`src/design/rcia_pkg.sv`:
```
// Package for the range-coalescing ID allocator.
// Holds transaction structs, request/status/state codes and register constants.
// No dependencies.
package rcia_pkg;

  // Configuration port
  localparam int unsigned CFG_AW = 4;
  localparam logic [1:0] REG_MIN_ID        = 2'd0;
  localparam logic [1:0] REG_MAX_ID        = 2'd1;
  localparam logic [1:0] REG_RELEASE_DELAY = 2'd2;

  localparam logic [31:0] MIN_ID_RST        = 32'h0000_0000;
  localparam logic [31:0] MAX_ID_RST        = 32'hFFFF_FFFF;
  localparam logic [31:0] RELEASE_DELAY_RST = 32'd300000;

  // Request codes
  typedef enum logic [2:0] {
    REQ_GET_ID    = 3'd0,
    REQ_ID_TO_KEY = 3'd1,
    REQ_ERASE     = 3'd2,
    REQ_TICK      = 3'd3,
    REQ_CLEANUP   = 3'd4
  } req_e;

  // Result status codes
  typedef enum logic [2:0] {
    STAT_NEW       = 3'd0,
    STAT_EXISTING  = 3'd1,
    STAT_NO_FREE   = 3'd2,
    STAT_NOT_FOUND = 3'd3,
    STAT_FULL      = 3'd4,
    STAT_DONE      = 3'd5
  } status_e;

  // Controller states
  typedef enum logic [3:0] {
    S_INIT,
    S_IDLE,
    S_SCAN,
    S_ALLOC_RD,
    S_ALLOC_UPD,
    S_GB_SCAN,
    S_GB_ACT,
    S_SHIFT,
    S_INS,
    S_DONE
  } state_e;

  // Where to go once a range shift finishes
  typedef enum logic [1:0] {
    AFT_DONE,
    AFT_SCAN,
    AFT_INS
  } after_e;

  typedef struct packed {
    logic [2:0]  req_type;
    logic [63:0] key;
    logic [31:0] query_id;
  } req_t;

  typedef struct packed {
    logic [2:0]  status;
    logic [31:0] id;
    logic [63:0] found_key;
    logic [32:0] remaining_ids;
    logic [8:0]  range_count;
  } rsp_t;

  typedef struct packed {
    logic [31:0] min_id;
    logic [31:0] max_id;
    logic [31:0] release_delay;
  } cfg_t;

endpackage

```
`src/design/rcia_cfg.sv`:
```
// APB-style configuration registers: min_id, max_id, release_delay.
// Depends on rcia_pkg. Flags a rebuild when either ID bound is written.
module rcia_cfg (
  input  logic                       clk_i,
  input  logic                       rst_ni,
  input  logic                       psel,
  input  logic                       penable,
  input  logic                       pwrite,
  input  logic [rcia_pkg::CFG_AW-1:0] paddr,
  input  logic [31:0]                pwdata,
  output logic [31:0]                prdata,
  output logic                       pready,
  output rcia_pkg::cfg_t             cfg_o,
  output logic                       rebuild_o
);

  rcia_pkg::cfg_t cfg_q, cfg_d;
  logic           wr;
  logic [1:0]     idx;

  assign pready = 1'b1;
  assign wr     = psel && penable && pwrite;
  assign idx    = paddr[3:2];

  // Register write decode
  always_comb begin
    cfg_d     = cfg_q;
    rebuild_o = 1'b0;
    if (wr) begin
      unique case (idx)
        rcia_pkg::REG_MIN_ID: begin
          cfg_d.min_id = pwdata;
          rebuild_o    = 1'b1;
        end
        rcia_pkg::REG_MAX_ID: begin
          cfg_d.max_id = pwdata;
          rebuild_o    = 1'b1;
        end
        rcia_pkg::REG_RELEASE_DELAY: cfg_d.release_delay = pwdata;
        default: ;
      endcase
    end
  end

  // Read mux
  always_comb begin
    unique case (idx)
      rcia_pkg::REG_MIN_ID:        prdata = cfg_q.min_id;
      rcia_pkg::REG_MAX_ID:        prdata = cfg_q.max_id;
      rcia_pkg::REG_RELEASE_DELAY: prdata = cfg_q.release_delay;
      default:                     prdata = 32'h0;
    endcase
  end

  always_ff @(posedge clk_i or negedge rst_ni) begin
    if (!rst_ni) begin
      cfg_q.min_id        <= rcia_pkg::MIN_ID_RST;
      cfg_q.max_id        <= rcia_pkg::MAX_ID_RST;
      cfg_q.release_delay <= rcia_pkg::RELEASE_DELAY_RST;
    end else begin
      cfg_q <= cfg_d;
    end
  end

  assign cfg_o = cfg_q;

endmodule

```
`config.mk`:
```
export PLATFORM = sky130hd
export DESIGN_NAME = rcia_cfg
export DESIGN_NICKNAME = d
export VERILOG_FILES = /design/src/design/rcia_pkg.sv /design/src/design/rcia_cfg.sv
export SDC_FILE = /design/constraint.sdc
export NUM_CORES = 1
export LEC_CHECK = 0
export BUFFER_PORTS_ARGS = -buffer_cell sky130_fd_sc_hd__buf_2
export CORE_MARGIN = 3
export CORE_UTILIZATION = 38
export DETAILED_ROUTE_END_ITERATION = 8
export PLACE_DENSITY = 0.64
export SLEW_MARGIN = 20
export SYNTH_ARGS = -nofsm -noshare
export SYNTH_HDL_FRONTEND = slang
export SYNTH_SLANG_ARGS = --single-unit
```
`constraint.sdc`:
```
create_clock -name clk_i -period 2.1 [get_ports clk_i]
set_clock_uncertainty 0.2 [all_clocks]
set_input_delay 0.42 -clock clk_i [delete_from_list [all_inputs] [get_ports clk_i]]
set_output_delay 0.42 -clock clk_i [all_outputs]
set_load 0.02 [all_outputs]
```
Word-level counts from Yosys, hierarchy flattened --
Cells that the tools add are included.
Operators by class: muxes and demuxes 3, equal/unequal tests 2, reductions and logical operators 7
Operator list (count):
- $pmux 32 s3 | 1
- $reduce_and 2->1 | 3
- $eq 2x1->1 const B | 1
- $eq 2x2->1 const B | 1
- $logic_and 1x1->1 | 2
- $logic_not 2->1 | 1
- $mux 1 | 2
- $reduce_or 2->1 | 1
Storage, ports and cells: input bits 41, flip-flop bits (word level) 96, output and inout port bits 130, word-level logic and storage cells 15

Logic depth before layout (Yosys ltp) --
Gate-level depths: netlist of the first run.
word-level depth 4, gate-level depth with buffers 6, depth with buffers taken out 3

Worst setup path before layout of the first run --
Ideal clock, no wire load.
path kind input port to output port, start point input port paddr[3] (netlist bit), end point output port prdata[0], arrival 1.398 ns, buffers on the path 2, path slack 0.082 ns, stages 4, data required time 1.480 ns, cell sequence buf_4 buf_2 mux2i_1 o21ai_0
Between the ends: cells in the longest elaborated chain, start to end 2, elaborated cells on any way between the ends 4, those cells by class eq/ne (2); mux (1); reduce/logical (1)
RTL lines:
- from (decl) | line rcia_cfg.sv:9 | input logic [rcia_pkg::CFG_AW-1:0] paddr,
- $eq 2x2->1 (tied with other cells) | line rcia_cfg.sv:47 | unique case (idx)
- $pmux 32 s3 * | line rcia_cfg.sv:47
- to (decl) | line rcia_cfg.sv:11 | output logic [31:0] prdata,
Every way passes the cells marked *; elsewhere a longest branch is shown, timed or not.

Worst setup path after layout of the first run --
start point register cfg_q, in the netlist cfg_o[5], end point output port prdata[5]
Between the ends: cells in the longest elaborated chain, start to end 1
RTL lines:
- from (decl) | line rcia_cfg.sv:17 | rcia_pkg::cfg_t cfg_q, cfg_d;
- from (signal assigned) | line rcia_cfg.sv:61 | cfg_q <= cfg_d;
- $pmux 32 s3 | line rcia_cfg.sv:47
Every way passes these cells.

==> run summary, run 1 <==
Outcome: finished clean
Static leakage: 2.98 nW
Achievable Freq: 510 MHz
Fillers: 994
Yosys warning count: 0
Critical setup path kind: flip-flop to output port
Final hold vios: 0
Iter 0 DRT Violations: 97
Placed Cells: 619
Area Growth Syn to Fin: 32.6%
Tot Pwr: 6.69 mW
Row count: 38
Vias post-DR: 3,160
#FFs+latches synth: 96
Buffers added on ports: 167
Num CTS Buffers: 9
First-pass GRT wire length: 17,800 um
Slew @ Worst Pin: 510 ps
Final-report setup violation count: 0
Number of flip-flops in the largest register: 96
HP Class: input pin to flip-flop
Unrepaired setup endpoints after global routing: false
CTS tree: yes
Fin area: 5920 um^2
Routed Antenna Nets: 0
Crit start category: flip-flop
Pint: 4.44 mW
Skew-Pair Late Insertion Delay: 330 ps
Pre-CTS setup slack: 73.5 ps
Vias in the first global route: 3,336
Fin crit share: 93.4%
Post-Synth Adder-Cell Area: 0%
Worst setup margin: 139 ps
WL per Instance: 17.5 um
Cell variety after synth: 19
Register area: 2450 um^2
Synth Area in Compound Gates: 3.59%
# nets final: 532
WL final: 11,100 um
Count of pins over their slew limit: 0
Die footprint: 13,100 um^2
Post-DP HPWL: 7960 um
Synth Area in Simple Gates: 3.95%
Sw power: 2.25 mW
Worst setup EP type: output port
Critical Path RT: 1480 ps
Max cap viols: 0
GPL Wtd Cong: 0.811
DRC Markers: 0
Initial core utilization: 39.9%
Combinational Power Share: 32.0%
Most frequent cells in the layout: buf_2 (166), mux2_2 (62), dfrtp_1 (56)
Share of power burned in registers: 41.3%
Post-Synth XOR/XNOR Area: 0%
Top-level port count: 171
DR vias/cell: 4.97
Data arrival, critical path: 1340 ps
Clock share of power: 26.7%
Aggregate global-route resource usage: 17.4%
Die width: 114 um
Area occupied by multi-input gates: 1870 um^2
Share of cells above drive strength 1: 67.9%
Pwr Density: 1130 nW/um^2
H-tree depth: 3
Most common cell after layout, fill and taps aside: buf_2
Tmin final: 1960 ps
CTS clk-pin slew, worst paths: 70 ps
R2r endpoint: cfg_o[75]
CTS Sinks: 96
Mux contribution to synthesized area: 33.9%
RR Startpoint: cfg_o[75]
Root buffer cell: clkbuf_16
CP max FO: 3
Syn Inst Count: 317
Core area: 11,200 um^2
Total grt overflow: 0
Setup bufs post-CTS: 0
Placed Area: 5580 um^2
Total negative setup slack: 0 ps
Worst vdd ir: 651 uV
Antenna cells: 0
Largest family of logic cells by synthesized area: multiplexers
Pin count of the biggest net entering global routing: 97
Syn Area/Cell: 14.1 um^2
Slew HR: 66.0%
Reg2reg path depth: 1
Die Y: 114 um
Mapped Area: 4460 um^2
Register area share after synthesis: 55.0%
Sw Share: 33.7%
Clock Path Buffers: 2
Setup crit end: prdata[5]
Worst R2R Setup Slack: 1100 ps
Post-Syn Nets: 358
Final Instance Count excl. Fillers: 636
Antenna violations before repair: 0
Critical path origin: cfg_o[5]
Initial DRT Pass Iterations: 4
==> worst min-delay path by stage <==
stage,from,to,slack [ps],cells after the start
finish,pwdata[30],cfg_o[30],130,2
CTS,pwdata[30],cfg_o[30],110,2
floorplan,rst_ni,cfg_o[0],-80,0
detailed placement,cfg_o[83],cfg_o[83],300,1
global route,pwdata[1],cfg_o[33],130,2
global placement,cfg_o[83],cfg_o[83],300,1
==> critical path: stages, from the launching register on <==
cell and delay [ps]:
dfstp_2 550, mux2i_1 80, o21ai_0 180, buf_2 200
==> power by group through the flow <==
stage / Clock [mW] / Combinational [mW] / Sequential [mW]
after global placement: 0 / 2.14 / 2.77
after floorplan: 0 / 0.829 / 3.29
after detailed placement: 0 / 2.17 / 2.79
after global routing: 1.91 / 2.30 / 2.84
after CTS: 1.84 / 2.18 / 2.77
final: 1.79 / 2.14 / 2.76
==> metal layers <==
metal	routed length (um)	global-route usage [%]
met1	4800	21.9
met2	5420	29.0
met3	704	4.60
met4	205	6.02
met5	0	0
==> synthesized netlist by cell type <==
cell	count	area [um^2]
clkbuf_1	4	15.0
buf_6	6	67.6
nor2b_1	1	6.26
nand2_1	32	120
nor3b_2	1	12.5
buf_4	5	37.5
buf_2	7	35.0
dfrtp_1	56	1400
and4b_2	1	11.3
nor3_2	1	10.0
nand3_1	1	5.00
mux2_2	62	698
mux2i_1	32	320
mux2_1	4	45.0
dfstp_2	40	1050
o21ai_0	32	160
nand2_4	1	11.3
conb_1	1	3.75
mux2_4	30	450
==> cell type report <==
class / count / share of cell area (%)
clock buffers: 11 / 4.27
clock inverters: 5 / 1.33
multi-input cells: 199 / 31.6
flip-flops and latches: 96 / 41.4
well taps: 140 / 2.96
repair buffers: 185 / 18.4
==> stage by stage <==
step / util, % / hold slack [ps]
2_1_floorplan: - / -75.6
3_3_place_gp: 49.9 / 297
3_5_place_dp: 49.9 / 303
4_1_cts: 53.0 / 110
5_1_grt: 53.0 / 132
6_report: 53.0 / 129
==> timing repair <==
item / in CTS / in global routing
endpoints found under the hold margin: 56 / 0
resized for setup: 0 / 0
hold buffers: 1 / 0
==> cell families (layout without fill, tap and decap cells) <==
group | count (synthesis) | in the layout
DFF | 96 | 96
muxes | 128 | 128
and+or+nand+nor | 38 | 38
AOI/OAI and AO/OA | 32 | 32
buffers and inverters | 22 | 201
other | 1 | 1
Power figures use the tool's default switching activity.
==> run 2, diff against run 1 <==
==> constraint.sdc (replaced) <==
create_clock -name clk_i -period 2.2 [get_ports clk_i]
set_clock_uncertainty 0.2 [all_clocks]
set_input_delay 0.44 -clock clk_i [delete_from_list [all_inputs] [get_ports clk_i]]
set_output_delay 0.44 -clock clk_i [all_outputs]
set_load 0.02 [all_outputs]
==> run 2 against run 1 <==
Net effect:
- sequential share of layout area is 0.45 points higher
- via count is 1.3% higher
- die area stayed put
- count of clock-buffer cells in the layout stayed put
- sequential power is 4% lower
- utilization is 0.57 points lower
- design area is 1.1% lower
- combinational power is 4% lower
- clock power is 19% lower
- worst setup slack worse by 16 ps
- cell count is 0.16% lower
- non-clock buffer count is 1 lower
- largest power group unchanged
==> run summary, run 2 (same netlist as run 1, synthesis figures left out) <==
Outcome: finished clean (unchanged)
Data arrival, critical path: 1440 ps (was 1340 ps)
Clock Path Buffers: 2 (unchanged)
H-tree depth: 3 (unchanged)
Top-level port count: 171 (unchanged)
Area Growth Syn to Fin: 31.2% (was 32.6%)
Max cap viols: 0 (unchanged)
CTS tree: yes (unchanged)
Final Instance Count excl. Fillers: 635 (was 636)
Final hold vios: 0 (unchanged)
Aggregate global-route resource usage: 17.9% (was 17.4%)
Die Y: 114 um (unchanged)
WL final: 11,200 um (was 11,100 um)
Fin crit share: 94.4%
Final-report setup violation count: 0 (unchanged)
DR vias/cell: 5.04 (was 4.97)
Fin area: 5850 um^2 (was 5920 um^2)
Iter 0 DRT Violations: 117 (was 97)
Skew-Pair Late Insertion Delay: 330 ps (about the same)
Vias post-DR: 3,200 (was 3,160)
Root buffer cell: clkbuf_16 (unchanged)
Placed Cells: 618 (was 619)
Crit start category: input pin (was flip-flop)
Critical Path RT: 1560 ps (was 1480 ps)
Post-DP HPWL: 7990 um (was 7960 um)
Total grt overflow: 0 (unchanged)
CTS clk-pin slew, worst paths: 70 ps (about the same)
Antenna violations before repair: 0 (unchanged)
Worst vdd ir: 412 uV (was 651 uV)
Fillers: 999 (was 994)
Total negative setup slack: 0 ps (unchanged)
Number of flip-flops in the largest register: 96 (unchanged)
CTS Sinks: 96 (unchanged)
Static leakage: 2.93 nW (was 2.98 nW)
GPL Wtd Cong: 0.769 (was 0.811)
Worst setup EP type: output port (unchanged)
Slew @ Worst Pin: 537 ps (was 510 ps)
Row count: 38 (unchanged)
Slew HR: 64.2% (was 66.0%)
Pin count of the biggest net entering global routing: 97 (unchanged)
Area occupied by multi-input gates: 1870 um^2 (unchanged)
Most frequent cells in the layout: buf_2 (166), mux2_2 (62), dfrtp_1 (56) (unchanged)
Share of cells above drive strength 1: 67.7% (was 67.9%)
Achievable Freq: 481 MHz
Register area: 2450 um^2 (unchanged)
HP Class: input pin to flip-flop (unchanged)
WL per Instance: 17.7 um (was 17.5 um)
# nets final: 531 (was 532)
Count of pins over their slew limit: 0 (unchanged)
Unrepaired setup endpoints after global routing: false (unchanged)
Placed Area: 5570 um^2 (was 5580 um^2)
Initial core utilization: 39.9% (unchanged)
Core area: 11,200 um^2 (unchanged)
Most common cell after layout, fill and taps aside: buf_2 (unchanged)
Pwr Density: 1050 nW/um^2 (was 1130 nW/um^2)
Buffers added on ports: 167 (unchanged)
Critical setup path kind: input pin to output port (was flip-flop to output port)
Initial DRT Pass Iterations: 4 (unchanged)
Worst R2R Setup Slack: 1190 ps (was 1100 ps)
Tmin final: 2080 ps
First-pass GRT wire length: 18,200 um (was 17,800 um)
Antenna cells: 0 (unchanged)
Num CTS Buffers: 9 (unchanged)
Die width: 114 um (unchanged)
Routed Antenna Nets: 0 (unchanged)
DRC Markers: 0 (unchanged)
Vias in the first global route: 3,393 (was 3,336)
Die footprint: 13,100 um^2 (unchanged)
CP max FO: 10 (was 3)
==> run 2: cell count changes in the layout (fill, tap and decap cells not counted) <==
cell | before | now
clkinvlp_4 | 0 | 3
bufinv_16 | 2 | 0
buf_4 | 9 | 8
clkbuf_1 | 0 | 1
clkinv_4 | 1 | 0
clkbuf_8 | 2 | 1
==> run 2: final timing paths <==
| path | cells past startpoint | from | endpoint |
|---|---|---|---|
| max in group asynchronous | 3 | rst_ni | cfg_o[35] |
| hold / removal | 2 | pwdata[5] | cfg_o[5] |
| setup / recovery | 5 | paddr[3] | prdata[26] |
| hold reg to reg | 1 | cfg_o[90] | cfg_o[90] |
| setup reg to reg | 1 | cfg_o[83] | cfg_o[83] |
| min in group asynchronous | 3 | rst_ni | cfg_o[95] |
==> run 2: layout make-up <==
cell class | count | area share [%]
sequential | 96 | 41.9
tap | 140 | 2.99
timing repair buffer | 184 | 18.5
clock buffer | 11 | 4.15
clock inverter | 5 | 0.556
multi-input combinational | 199 | 31.9
==> run 2: stage by stage <==
| step | utilization (%) | power, mW | worst slack [ps] | hold WS, ps |
|---|---|---|---|---|
| final | 52.4 | 6.13 | 123 | 156 |
| after global routing | 52.4 | 6.47 | 23.2 | 152 |
| after CTS | 52.4 | 6.21 | 98.4 | 141 |
| after detailed placement | 49.8 | 4.74 | 104 | 315 |
| after global placement | 49.8 | 4.68 | 99.2 | 296 |
| after floorplan | - | 3.93 | 142 | -55.6 |
==> run 2: power breakdown <==
| part | internal [mW] | leakage, nW | switching, mW | total (mW) |
|---|---|---|---|---|
| registers | 2.31 | 1.11 | 0.329 | 2.64 |
| clock network | 0.794 | 0.128 | 0.652 | 1.45 |
| logic | 0.871 | 1.70 | 1.18 | 2.05 |
| total | 3.97 | 2.93 | 2.16 | 6.13 |
==> run 2: timing repair <==
item                       in CTS  in global routing
hold buffers                    1                  0
setup endpoints to repair       0                  0
hold endpoints to repair       56                  0
gates resized for setup         0                  0
setup buffers                   0                  0
==> run 2: critical path, cell delays in order <==
cell     delay, ps
buf_2          220
buf_4          280
mux2i_1        210
o21ai_0        100
buf_2          170
==> run 2: routing by layer <==
layer  part of all wire (%)  global-route usage [%]  vias to the layer above
met5                      0                       0                        -
met3                    6.4                    3.86                       13
met4                    1.3                    6.25                        0
met2                     49                    30.8                      115
met1                     43                    22.1                     1607
li1                       -                       -                     1465
==> run 3, diff against run 2 <==
==> constraint.sdc (replaced) <==
create_clock -name clk_i -period 2.26 [get_ports clk_i]
set_clock_uncertainty 0.2 [all_clocks]
set_input_delay 0.452 -clock clk_i [delete_from_list [all_inputs] [get_ports clk_i]]
set_output_delay 0.452 -clock clk_i [all_outputs]
set_load 0.02 [all_outputs]
==> run 3 against run 2 <==
Net effect:
- sequential cell count unchanged
- global-route usage decreased by 0.63 points
- wire length decreased by 1.4%
- first-iteration DRC count rose by 18%
- utilization increased by 0.30 points
- register-to-register slack improved by 70 ps
- sequential power decreased by 3%
- combinational power fell by 3%
- die area unchanged
- critical endpoint is now prdata[22]
==> run summary, run 3 (same netlist as run 1, synthesis figures left out) <==
GPL Wtd Cong: 0.769 (about the same)
Pwr Density: 1050 nW/um^2 (about the same)
Die Y: 114 um (unchanged)
Skew-Pair Late Insertion Delay: 330 ps (about the same)
Die footprint: 13,100 um^2 (unchanged)
DRC Markers: 0 (unchanged)
Slowest CP cell: buf_4 (unchanged)
Max cap viols: 0 (unchanged)
First-pass GRT wire length: 17,600 um (was 18,200 um)
Vias in the first global route: 3,245 (was 3,393)
Total negative setup slack: 0 ps (unchanged)
Iter 0 DRT Violations: 138 (was 117)
Critical setup path kind: input pin to output port (unchanged)
Final hold vios: 0 (unchanged)
Top delay family on crit path: buffers and inverters (unchanged)
Clock share of power: 26.2% (was 23.6%)
Slew @ Worst Pin: 517 ps (was 537 ps)
Initial core utilization: 39.9% (unchanged)
Critical Path RT: 1610 ps (was 1560 ps)
Combinational Power Share: 32.2% (was 33.4%)
Data arrival, critical path: 1480 ps (was 1440 ps)
Worst path bufs/invs: 3 (unchanged)
Slew HR: 65.5% (was 64.2%)
CTS tree: yes (unchanged)
CTS Sinks: 96 (unchanged)
Crit start category: input pin (unchanged)
Sw Share: 33.8% (was 35.2%)
CP most frequent cell: buf_2 (unchanged)
Routed Antenna Nets: 0 (unchanged)
Worst R2R Setup Slack: 1260 ps (was 1190 ps)
Count of pins over their slew limit: 0 (unchanged)
Pin count of the biggest net entering global routing: 97 (unchanged)
Most frequent cells in the layout: buf_2 (166), mux2_2 (62), dfrtp_1 (56) (unchanged)
Hold depth: 2 (unchanged)
Top-level port count: 171 (unchanged)
WL per Instance: 17.4 um (was 17.7 um)
Unrepaired setup endpoints after global routing: false (unchanged)
Worst setup EP type: output port (unchanged)
# nets final: 531 (unchanged)
Row count: 38 (unchanged)
Buffers added on ports: 167 (unchanged)
Pint: 4.09 mW (was 3.97 mW)
H-tree depth: 3 (unchanged)
Worst vdd ir: 513 uV (was 412 uV)
Static leakage: 2.96 nW (was 2.93 nW)
WL final: 11,100 um (was 11,200 um)
Outcome: finished clean (unchanged)
CP max FO: 10 (unchanged)
Final-report setup violation count: 0 (unchanged)
Share of power burned in registers: 41.6% (was 43.0%)
Core area: 11,200 um^2 (unchanged)
Aggregate global-route resource usage: 17.2% (was 17.9%)
Initial DRT Pass Iterations: 4 (unchanged)
Num CTS Buffers: 9 (unchanged)
Placed Cells: 618 (unchanged)
Antenna violations before repair: 0 (unchanged)
Vias post-DR: 3,143 (was 3,200)
Fin crit share: 94.4%
Die width: 114 um (unchanged)
Antenna cells: 0 (unchanged)
Post-DP HPWL: 7880 um (was 7990 um)
Post-cts gate resize count: 0 (unchanged)
Most common cell after layout, fill and taps aside: buf_2 (unchanged)
Share of cells above drive strength 1: 67.9% (was 67.7%)
WP depth: 5 (unchanged)
Area Growth Syn to Fin: 31.9% (was 31.2%)
Root buffer cell: clkbuf_16 (unchanged)
Clock Path Buffers: 2 (unchanged)
Achievable Freq: 469 MHz
CTS clk-pin slew, worst paths: 70 ps (about the same)
CP peak stage delay: 290 ps (was 280 ps)
Tmin final: 2130 ps
Sw power: 2.08 mW (was 2.16 mW)
Number of flip-flops in the largest register: 96 (unchanged)
Reg2reg path depth: 1 (unchanged)
DR vias/cell: 4.95 (was 5.04)
Crit path cell chain: buf_2 -> buf_4 -> mux2i_1 -> o21ai_0 -> buf_2 (unchanged)
Setup bufs post-CTS: 0 (unchanged)
Total grt overflow: 0 (unchanged)
Hold_buf cts: 1 (unchanged)
Final Instance Count excl. Fillers: 635 (unchanged)
HP Class: input pin to flip-flop (unchanged)
-- run 3: changes by cell type in the layout (fill, tap and decap cells not counted) --
cell,change
buf_12,-1
bufinv_16,+2
clkinvlp_4,-2
buf_4,+1
clkinv_2,+1
clkbuf_1,-1
-- run 3: metrics by stage --
stage	utilization [%]	hold slack, ps	area [um^2]	setup slack [ps]	power, mW
2_1_floorplan	-	-43.6	4460	178	3.82
3_3_place_gp	49.7	296	5560	139	4.55
3_5_place_dp	49.7	321	5560	97.8	4.61
4_1_cts	52.7	154	5890	88.8	6.25
5_1_grt	52.7	152	5890	20.4	6.50
6_report	52.7	167	5890	127	6.17
-- run 3: power groups by stage --
stage                     combinational (mW)  sequential (mW)  clock (mW)
final                                   1.99             2.57        1.62
after global routing                    2.12             2.64        1.73
after CTS                               2.02             2.57        1.66
after detailed placement                2.01             2.59           0
after global placement                  1.99             2.57           0
after floorplan                        0.770             3.05           0
-- run 3: routing by layer --
layer	global-route usage [%]	share of wire [%]	vias up
li1	-	-	1462
met1	22.2	44	1565
met2	29.3	49	105
met3	4.33	5.6	11
met4	3.96	1.0	0
met5	0	0	-
-- run 3: area by class of cell --
class,count,area [um^2]
Clock inverter,6,82.6
Timing Repair Buffer,184,1070
Fill cell,965,5290
Clock buffer,10,239
Multi-Input combinational cell,199,1870
Sequential cell,96,2450
Tap cell,140,175
-- run 3: path summary, 6_finish.rpt --
check                           startpoint    endpoint
worst max-delay path              paddr[3]  prdata[22]
worst min-delay path            pwdata[30]   cfg_o[30]
worst max register to register   cfg_o[90]   cfg_o[90]
worst min register to register   cfg_o[82]   cfg_o[82]
max in group asynchronous           rst_ni   cfg_o[61]
min in group asynchronous           rst_ni   cfg_o[25]
